`src/rtl/esest_pkg.sv`:
```
`timescale 1ns / 1ps

package esest_pkg;

  // Width of the speed result and its saturation value.
  localparam int unsigned SpeedW = 31;
  localparam logic [SpeedW-1:0] SpeedMax = {SpeedW{1'b1}};

  // Dividend of the speed quotient: 2^22 ticks per step gives unit speed.
  localparam int unsigned ScaleW = 23;
  localparam logic [ScaleW-1:0] SpeedScale = 23'h400000;

  // Edges since the last update are counted in this many bits.
  localparam int unsigned StepW = 16;

  // Reset value of the stall limit register.
  localparam logic [7:0] StallLimitReset = 8'd64;

  // Values of the action field.
  localparam logic ActSample = 1'b0;
  localparam logic ActUpdate = 1'b1;

  typedef struct packed {
    logic        action;
    logic        enc_level;
    logic [31:0] now_time;
  } in_item_t;

  typedef struct packed {
    logic [SpeedW-1:0] speed;
    logic              stalled;
    logic signed [31:0] position;
  } out_item_t;

endpackage

```
`src/rtl/encoder_speed_estimator.sv`:
```
`timescale 1ns / 1ps
// A sample transaction leaves the block ready again on the next cycle.
// Update transactions that divide run 23 steps of the restoring divider, one multiply
// and one output load before the result is valid. Updates that need no division
// (stalled, zero interval) go straight to the output load. The block takes no new
// transaction until an update's result is loaded into the output register;
// a result held back by the receiver delays that load. Reset (asynchronous, active low)
// clears all state but the output data and sets the stall limit to 64.

module encoder_speed_estimator (
  input  logic                 clk_i,
  input  logic                 rst_ni,
  input  logic                 in_valid_i,
  output logic                 in_stall_o,
  input  esest_pkg::in_item_t  in_data_i,
  output logic                 out_valid_o,
  input  logic                 out_stall_i,
  output esest_pkg::out_item_t out_data_o,
  input  logic                 cfg_we_i,
  input  logic [7:0]           cfg_data_i
);

  // The sequencer: IDLE takes transactions, DIV runs the subtractor once per
  // quotient bit, MUL scales the quotient by the step count, and WRITE waits until
  // the output register is free to take the result.
  typedef enum logic [1:0] {
    StIdle,
    StDiv,
    StMul,
    StWrite
  } state_e;

  state_e state_q;

  // Tachometer state.
  logic [7:0]                    stall_limit_q;
  logic                          prev_level_q;
  logic [31:0]                   last_edge_time_q;
  logic [31:0]                   interval_sum_q;
  logic [31:0]                   edge_count_q;
  logic [esest_pkg::StepW-1:0]   count_at_update_q;
  logic [31:0]                   last_interval_q;
  logic                          stall_flag_q;

  // Working registers of the divider and multiplier.
  logic [31:0]                   div_q;
  logic [31:0]                   rem_q;
  logic [esest_pkg::ScaleW-1:0]  quo_q;
  logic [4:0]                    cnt_q;
  logic [esest_pkg::StepW-1:0]   steps_q;
  logic [esest_pkg::SpeedW-1:0]  speed_q;
  logic                          stalled_q;

  // Output register, which decouples the result from the input side.
  logic                          out_valid_q;
  esest_pkg::out_item_t          out_q;

  logic accept;
  logic out_free;

  assign in_stall_o  = (state_q != StIdle);
  assign accept      = in_valid_i && !in_stall_o;
  assign out_valid_o = out_valid_q;
  assign out_data_o  = out_q;
  assign out_free    = !out_valid_q || !out_stall_i;

  // Decisions taken when an update transaction is accepted.
  logic [31:0]                  elapsed;
  logic [esest_pkg::StepW-1:0]  new_steps;
  logic                         have_edges;
  logic                         stall_hit;
  logic                         stall_next;
  logic [esest_pkg::StepW-1:0]  eff_steps;
  logic [31:0]                  eff_interval;

  always_comb begin
    elapsed    = in_data_i.now_time - last_edge_time_q;
    new_steps  = edge_count_q[esest_pkg::StepW-1:0] - count_at_update_q;
    have_edges = (new_steps != '0);
    // The stall test only runs while the flag is clear; once set it holds until
    // an update sees new edges.
    stall_hit  = !stall_flag_q && (elapsed[31:16] > {8'd0, stall_limit_q});
    stall_next = have_edges ? 1'b0 : (stall_flag_q || stall_hit);
    if (have_edges) begin
      eff_steps    = new_steps;
      eff_interval = interval_sum_q;
    end else begin
      // Without edges, the elapsed time stands in for one step, but the speed
      // may not rise above what the last measured interval gave.
      eff_steps    = stall_next ? '0 : esest_pkg::StepW'(1);
      eff_interval = (elapsed < last_interval_q) ? last_interval_q : elapsed;
    end
  end

  // One step of the restoring divider: bring down the next dividend bit and
  // subtract the divisor if it fits.
  logic [32:0] trial;
  logic        fits;
  logic [32:0] diff;

  always_comb begin
    trial = {rem_q, esest_pkg::SpeedScale[cnt_q]};
    fits  = (trial >= {1'b0, div_q});
    diff  = trial - {1'b0, div_q};
  end

  // Scaling of the quotient by the step count, saturated to the speed width.
  logic [esest_pkg::StepW+esest_pkg::ScaleW-1:0] prod;

  assign prod = steps_q * quo_q;

  always_ff @(posedge clk_i or negedge rst_ni) begin
    if (!rst_ni) begin
      state_q           <= StIdle;
      stall_limit_q     <= esest_pkg::StallLimitReset;
      prev_level_q      <= 1'b0;
      last_edge_time_q  <= '0;
      interval_sum_q    <= '0;
      edge_count_q      <= '0;
      count_at_update_q <= '0;
      last_interval_q   <= '0;
      stall_flag_q      <= 1'b0;
      out_valid_q       <= 1'b0;
      cnt_q             <= '0;
      div_q             <= '0;
      rem_q             <= '0;
      quo_q             <= '0;
      steps_q           <= '0;
      speed_q           <= '0;
      stalled_q         <= 1'b0;
    end else begin
      if (cfg_we_i) begin
        stall_limit_q <= cfg_data_i;
      end
      // A result taken by the receiver frees the register, unless a new one is
      // loaded at the same edge.
      if (out_valid_q && !out_stall_i && state_q != StWrite) begin
        out_valid_q <= 1'b0;
      end

      unique case (state_q)
        StIdle: begin
          if (accept && in_data_i.action == esest_pkg::ActSample) begin
            // Any level change is remembered; only a rising edge counts.
            if (in_data_i.enc_level != prev_level_q) begin
              prev_level_q <= in_data_i.enc_level;
              if (in_data_i.enc_level) begin
                interval_sum_q   <= interval_sum_q + elapsed;
                last_edge_time_q <= in_data_i.now_time;
                edge_count_q     <= edge_count_q + 32'd1;
              end
            end
          end else if (accept) begin
            interval_sum_q    <= '0;
            count_at_update_q <= edge_count_q[esest_pkg::StepW-1:0];
            stall_flag_q      <= stall_next;
            stalled_q         <= stall_next;
            if (have_edges) begin
              last_interval_q <= interval_sum_q;
            end
            steps_q <= eff_steps;
            div_q   <= eff_interval;
            rem_q   <= '0;
            quo_q   <= '0;
            cnt_q   <= 5'(esest_pkg::ScaleW - 1);
            // No steps means speed zero; a zero interval saturates.
            if (eff_steps == '0) begin
              speed_q <= '0;
              state_q <= StWrite;
            end else if (eff_interval == '0) begin
              speed_q <= esest_pkg::SpeedMax;
              state_q <= StWrite;
            end else begin
              state_q <= StDiv;
            end
          end
        end

        StDiv: begin
          rem_q <= fits ? diff[31:0] : trial[31:0];
          quo_q <= {quo_q[esest_pkg::ScaleW-2:0], fits};
          cnt_q <= cnt_q - 5'd1;
          if (cnt_q == '0) begin
            state_q <= StMul;
          end
        end

        StMul: begin
          if (prod > {{(esest_pkg::StepW+esest_pkg::ScaleW-esest_pkg::SpeedW){1'b0}},
                      esest_pkg::SpeedMax}) begin
            speed_q <= esest_pkg::SpeedMax;
          end else begin
            speed_q <= prod[esest_pkg::SpeedW-1:0];
          end
          state_q <= StWrite;
        end

        StWrite: begin
          if (out_free) begin
            out_valid_q <= 1'b1;
            state_q     <= StIdle;
          end
        end

        default: begin
          state_q <= StIdle;
        end
      endcase
    end
  end

  // The position cannot change while an update is in flight, so it is taken
  // straight from the edge counter when the result is loaded.
  always_ff @(posedge clk_i) begin
    if (state_q == StWrite && out_free) begin
      out_q.speed    <= speed_q;
      out_q.stalled  <= stalled_q;
      out_q.position <= $signed(edge_count_q);
    end
  end

endmodule

```
`config.mk`:
```
export PLATFORM = sky130hd
export DESIGN_NAME = encoder_speed_estimator
export DESIGN_NICKNAME = d
export VERILOG_FILES = /design/src/rtl/esest_pkg.sv /design/src/rtl/encoder_speed_estimator.sv
export SDC_FILE = /design/constraint.sdc
export NUM_CORES = 2
export LEC_CHECK = 0
export BUFFER_PORTS_ARGS = -buffer_cell sky130_fd_sc_hd__buf_2
export CAP_MARGIN = 20
export CORE_MARGIN = 3
export CORE_UTILIZATION = 40
export CTS_BUF_LIST = sky130_fd_sc_hd__clkbuf_8 sky130_fd_sc_hd__clkbuf_16
export DETAILED_ROUTE_END_ITERATION = 6
export GPL_TIMING_DRIVEN = 1
export MAX_ROUTING_LAYER = met4
export PLACE_DENSITY_LB_ADDON = 0.15
export RECOVER_POWER = 25
export REMOVE_ABC_BUFFERS = 1
export SLEW_MARGIN = 20
export SYNTH_ARGS = -nofsm -noshare
export SYNTH_HDL_FRONTEND = slang
export SYNTH_SLANG_ARGS = --single-unit
```
`constraint.sdc`:
```
create_clock -name clk_i -period 7.45 [get_ports clk_i]
set_clock_uncertainty 0.15 [all_clocks]
set_input_delay 1.1175 -clock clk_i [delete_from_list [all_inputs] [get_ports clk_i]]
set_output_delay 1.1175 -clock clk_i [all_outputs]
set_load 0.05 [all_outputs]
```
# --- Yosys cells after proc, flatten, opt, wreduce, memory -nomap -nowiden ---
# Memories as Yosys holds them, arrays and structs flattened.
# Index checks and enable logic that the tools add are counted.
totals:
  elab_cells: 110
  mem_bits_ro: 32
  reg_bits: 360
  out_inout_bits: 66
  n_memories: 1
  inputBits: 47
classes:
  reduce_logical: 29
  n_lt_le_gt_ge: 5
  addsub: 6
  n_eq_ne: 12
  bitwise: 2
  muxes: 35
  n_mul: 1
mem_list:
  columns: ["name", "depth", "width", "rd", "rd_ports_with_merged_regs", "wr", "line", "text"]
  rows:
  - ["(name not given)", 32, 1, 1, 0, 0, "encoder_speed_estimator.sv:102", "trial = {rem_q, esest_pkg::SpeedScale[cnt_q]};"]
op_table:
  columns: ["op", "count"]
  rows:
  - ["$mux W32", 8]
  - ["$mux W31", 5]
  - ["$pmux W32 S2", 1]
  - ["$sub A32 B32 Y32", 2]
  - ["$pmux W31 S2", 1]
  - ["$mux W23", 2]
  - ["$pmux W23 S2", 1]
  - ["$gt A39 B31 Y1 const B", 1]
  - ["$mul A16 B23 Y39", 1]
  - ["$ge A33 B32 Y1", 1]
  - ["$add A32 B1 Y32 const B", 1]
  - ["$add A32 B32 Y32", 1]
  - ["$logic_not A32 Y1", 1]
  - ["$lt A32 B32 Y1", 1]
  - ["$reduce_and A4 Y1", 5]
  - ["$gt A16 B8 Y1", 1]
  - ["$logic_not A16 Y1", 1]
  - ["$mux W16", 1]
  - ["$reduce_bool A16 Y1", 1]
  - ["$sub A16 B16 Y16", 1]
  - ["$mux W2", 6]
  - ["$ne A2 B2 Y1 const B", 6]
  - ["$mux W5", 2]
  - ["$pmux W5 S2", 1]
  - ["other kinds (17)", 38]

# --- Depth between registers and ports, before layout ---
logic_depth:
  depth_word: 12
  ltp_mapped: 28
  depth_no_buf: 26

# --- Least setup slack after synthesis ---
# No wires, ideal clock.
synth_path:
  path_kind: "reg2reg"
  start: "register quo_q[9] in the netlist's numbering"
  end: "register speed_q[0] in the netlist's numbering"
  setup_time_ns: 0.121
  setup_slack_ns: 0.497
  arrival_ns: 6.682
  stages_incl_launch_ff: 26
  t_required_ns: 7.179
  cell_sequence: "dfrtp_1 > clkbuf_1 > clkbuf_1 > nand2_1 > fa_1 > fa_1 > fa_1 > inv_1 > fa_1 > fa_1 > inv_1 > fa_1 > inv_1 > ha_1 > nand2_1 > a2111oi_0 > o21a_1 > o221ai_1 > o31ai_1 > nor2b_1 > o41ai_1 > mux2i_1 > nand3_1 > clkbuf_1 > a21oi_1 > o2bb2ai_2"
synth_via:
  elab_chain_cells: 4
synth_lines:
  columns: ["item", "line", "text"]
  rows:
  - ["from (decl)", "encoder_speed_estimator.sv:48", "logic [esest_pkg::ScaleW-1:0] quo_q;"]
  - ["from (signal assigned)", "encoder_speed_estimator.sv:181", "quo_q <= {quo_q[esest_pkg::ScaleW-2:0], fits};"]
  - ["$mul A16 B23 Y39", "encoder_speed_estimator.sv:110", "assign prod = steps_q * quo_q;"]
  - ["$gt A39 B31 Y1", "encoder_speed_estimator.sv:189", "if (prod > {{(esest_pkg::StepW+esest_pkg::ScaleW-esest_pkg::SpeedW){1'b0}},"]
  - ["$mux W31", "encoder_speed_estimator.sv:189", null]
  - ["$pmux W31 S2", "encoder_speed_estimator.sv:141", "unique case (state_q)"]
  - ["to (signal assigned)", "encoder_speed_estimator.sv:171", "speed_q <= esest_pkg::SpeedMax;"]
  - ["to (signal assigned)", "encoder_speed_estimator.sv:191", "speed_q <= esest_pkg::SpeedMax;"]
  - ["to (signal assigned)", "encoder_speed_estimator.sv:193", "speed_q <= prod[esest_pkg::SpeedW-1:0];"]
  - ["to (decl)", "encoder_speed_estimator.sv:51", "logic [esest_pkg::SpeedW-1:0] speed_q;"]
# Every way passes these cells.
# A chain may end at the register's enable or synchronous reset.

# --- Worst setup path after layout ---
layout_path:
  start: "register steps_q[2] in the netlist's numbering"
  end: "register speed_q[0] in the netlist's numbering"
layout_via:
  elab_chain_cells: 4
layout_lines:
  columns: ["item", "line", "text"]
  rows:
  - ["from (decl)", "encoder_speed_estimator.sv:50", "logic [esest_pkg::StepW-1:0] steps_q;"]
  - ["from (signal assigned)", "encoder_speed_estimator.sv:161", "steps_q <= eff_steps;"]
  - ["$mul A16 B23 Y39", "encoder_speed_estimator.sv:110", null]
  - ["$gt A39 B31 Y1", "encoder_speed_estimator.sv:189", null]
  - ["$mux W31", "encoder_speed_estimator.sv:189", null]
  - ["$pmux W31 S2", "encoder_speed_estimator.sv:141", null]
# Every way passes these cells.

==> qor.yml <==
power_frac_clock_pct: 12.8
die-width_um: 294
whs_path_depth: 0
die-area_um2: 86500
synthToLayoutAreaGrowth_pct: 11.4
die_h_um: 294
holdBufCountCts: 0
synth_ff_type: "dfrtp_1"
synthArstFlopShare_pct: 82.2
leakagePower_nw: 17.5
finalSetupViolations: 0
synthCells: 3687
internal-power_mw: 8.79
critical_path.startpoint_type: "flop"
core_um2: 81300
vias: 25500
clk-insertion-delay-late_ns: 0.60
p_comb_share_pct: 68.1
slew-limit-headroom_pct: -232
place_ws_ns: -0.000407
synth_enable_flop_cells: 64
crit_top_cell: "fa_1"
grt_pass1_wl_um: 143000
drtIter0Drc: 1372
num_io_pins: 113
dpl.hpwl_um: 67900
worstHoldPathType: "flop to flop"
yosysUniqueCellTypes: 74
layout_common_cells: "529 x nand2_1, 527 x inv_1, 298 x o21ai_0, 296 x fa_1, 279 x dfrtp_1"
hold_viol: 0
status: "complete, but fails checks"
ant_nets: 0
dr.pass1.iters: 5
slowest_stage: "fa_1"
critPathMaxFanout: 31
ff2ff_path_depth: 28
synth.area.top_cells: "dfrtp_1 22%, fa_1 18%, ha_1 10%, nand2_1 6.0%, inv_1 5.9%"
total_power_mw: 17.8
grt_overflow: 0
ys_ff_latch: 360
p_seq_share_pct: 19.1
tightest_slew_ns: 4.98
p_sw_share_pct: 50.7
layout_setup_ws_ns: 0.368
cts_buffers: 45
final_common_cell: "nand2_1"
fmaxAchievable_mhz: 141
criticalPathCategory: "flop to flop"
violations: "capacitance limit, slew limit"
port-buffer-count: 112
globalRouteTotalUtil_pct: 21.1
fin_util_pct: 45.5
clockBufferDepth: 3
grt_pass1_vias: 25600
yosysSeqAreaShare_pct: 28.1
yosysTopAreaCell: "dfrtp_1"
yosys_warnings: 0
root_buffer: "clkbuf_16"
cts.clk_slew.worst_paths_ns: 0.06
switchingPower_mw: 9.06
syn-mean-instance-area_um2: 9.00
cts_max_level: 2
drv_slew: 87
ir_worst_vdd_uv: 283
clock_sinks: 360
num-nets-final: 4397
grt_max_degree: 159
p_per_area_nw_per_um2: 483
routedWlPerCell_um: 17.9
drv_cap: 1
arrival_ns: 7.41
fin_crit_sh_pct: 95.1
synth_top_area_share_pct: 22.2
slowest_delay_ns: 0.55
synth_area_um2: 33200
antenna_found_initial: 2
diodes: 0
drt-vias-per-instance: 5.21
drc: 0
worst_setup_path_end_kind: "flop"
start_util_pct: 40.8
period_needed_ns: 7.08
cts_tree: "built"
gp_congestion: 0.898
wirelength_um: 87200
rows: 104
critPathRequiredTime_ns: 7.77
layout-drive-gt1-share_pct: 9.93
[path summary, 6_finish.rpt]
kind,slack [ns],to,startpoint
min in group asynchronous,2.18,last_edge_time_q[13]$_DFFE_PN0P_,rst_ni
setup / recovery,0.37,speed_q[0]$_DFFE_PN0P_,steps_q[2]$_DFFE_PN0P_
setup reg to reg,0.37,speed_q[0]$_DFFE_PN0P_,steps_q[2]$_DFFE_PN0P_
hold / removal,0.31,out_data_o[49]$_DFFE_PP_,speed_q[16]$_DFFE_PN0P_
max in group asynchronous,1.60,speed_q[28]$_DFFE_PN0P_,rst_ni
hold reg to reg,0.31,out_data_o[49]$_DFFE_PP_,speed_q[16]$_DFFE_PN0P_
[cell families after synthesis]
family          synth area share [%]
simple gates                    16.0
compound gates                  15.7
buf+inv                         7.85
fa+ha+maj                       27.9
flops                           28.1
xor+xnor                        3.56
mux                            0.924
[critical path: cells and delay by family (launching register included)]
kind	cells	cell delay (ns)
AOI/OAI and AO/OA	8	1.40
adders and majority gates	7	3.37
buffers and inverters	8	0.84
DFF	1	0.51
muxes	1	0.22
and+or+nand+nor	4	0.45
[cell type report]
cell class	count	area, µm²
clock buffer	50	1190
clock inverter	34	357
fill	7926	44300
inverter	519	1950
multi-input combinational	2647	21400
sequential	360	9350
tap	1060	1330
timing repair buffer	215	1420
[routing by layer]
metal  routed length [µm]  vias up  track usage (%)
met5                    0        -                -
met4                 1540        0             4.05
met3                 3430       96             2.60
met2                41400      452             34.2
met1                40900    12500             28.8
li1                     -    12400                -
[power groups by stage]
stage	clock network (mW)	registers [mW]	logic [mW]
final	2.28	3.42	12.2
after global routing	2.43	3.52	13.8
after CTS	2.35	3.42	12.1
after detailed placement	0	3.44	12.1
after global placement	0	3.45	12.0
after floorplan	0	3.64	8.31
[repair_timing]
action / in CTS / in global routing
pin swaps: 0 / 1
resized for setup: 1 / 31
setup endpoints to repair: 1 / 31
setup buffers: 0 / 7
[per-stage QoR]
step / hold WS [ns] / cell area [µm²] / TNS, ns / cells
2_1_floorplan: 0.276 / 32500 / -7.49 / 3526
3_3_place_gp: 0.302 / 35300 / 0 / 4794
3_5_place_dp: 0.300 / 35300 / -0.000407 / 4794
4_1_cts: 0.319 / 36900 / 0 / 4878
5_1_grt: 0.322 / 37000 / -0.0176 / 4885
6_report: 0.315 / 37000 / 0 / 4885
[synth_stat cells, drive strengths merged (64+ instances only)]
| master | count |
|---|---|
| inv | 519 |
| nor2 | 138 |
| a21oi | 156 |
| and2 | 164 |
| xnor2 | 87 |
| o21ai | 300 |
| clkbuf | 148 |
| ha | 266 |
| dfrtp | 295 |
| nand2 | 529 |
| nand3 | 82 |
| edfxtp | 64 |
| a21o | 72 |
| fa | 296 |
[sequential cells by signal (all words and copies together), names as in the netlist, 23 cells and up]
register          count
div_q                32
edge_count_q         32
interval_sum_q       32
last_edge_time_q     32
last_interval_q      32
out_data_o           64
quo_q                23
rem_q                32
speed_q              31
No activity file was read; power rests on OpenSTA's default activity.
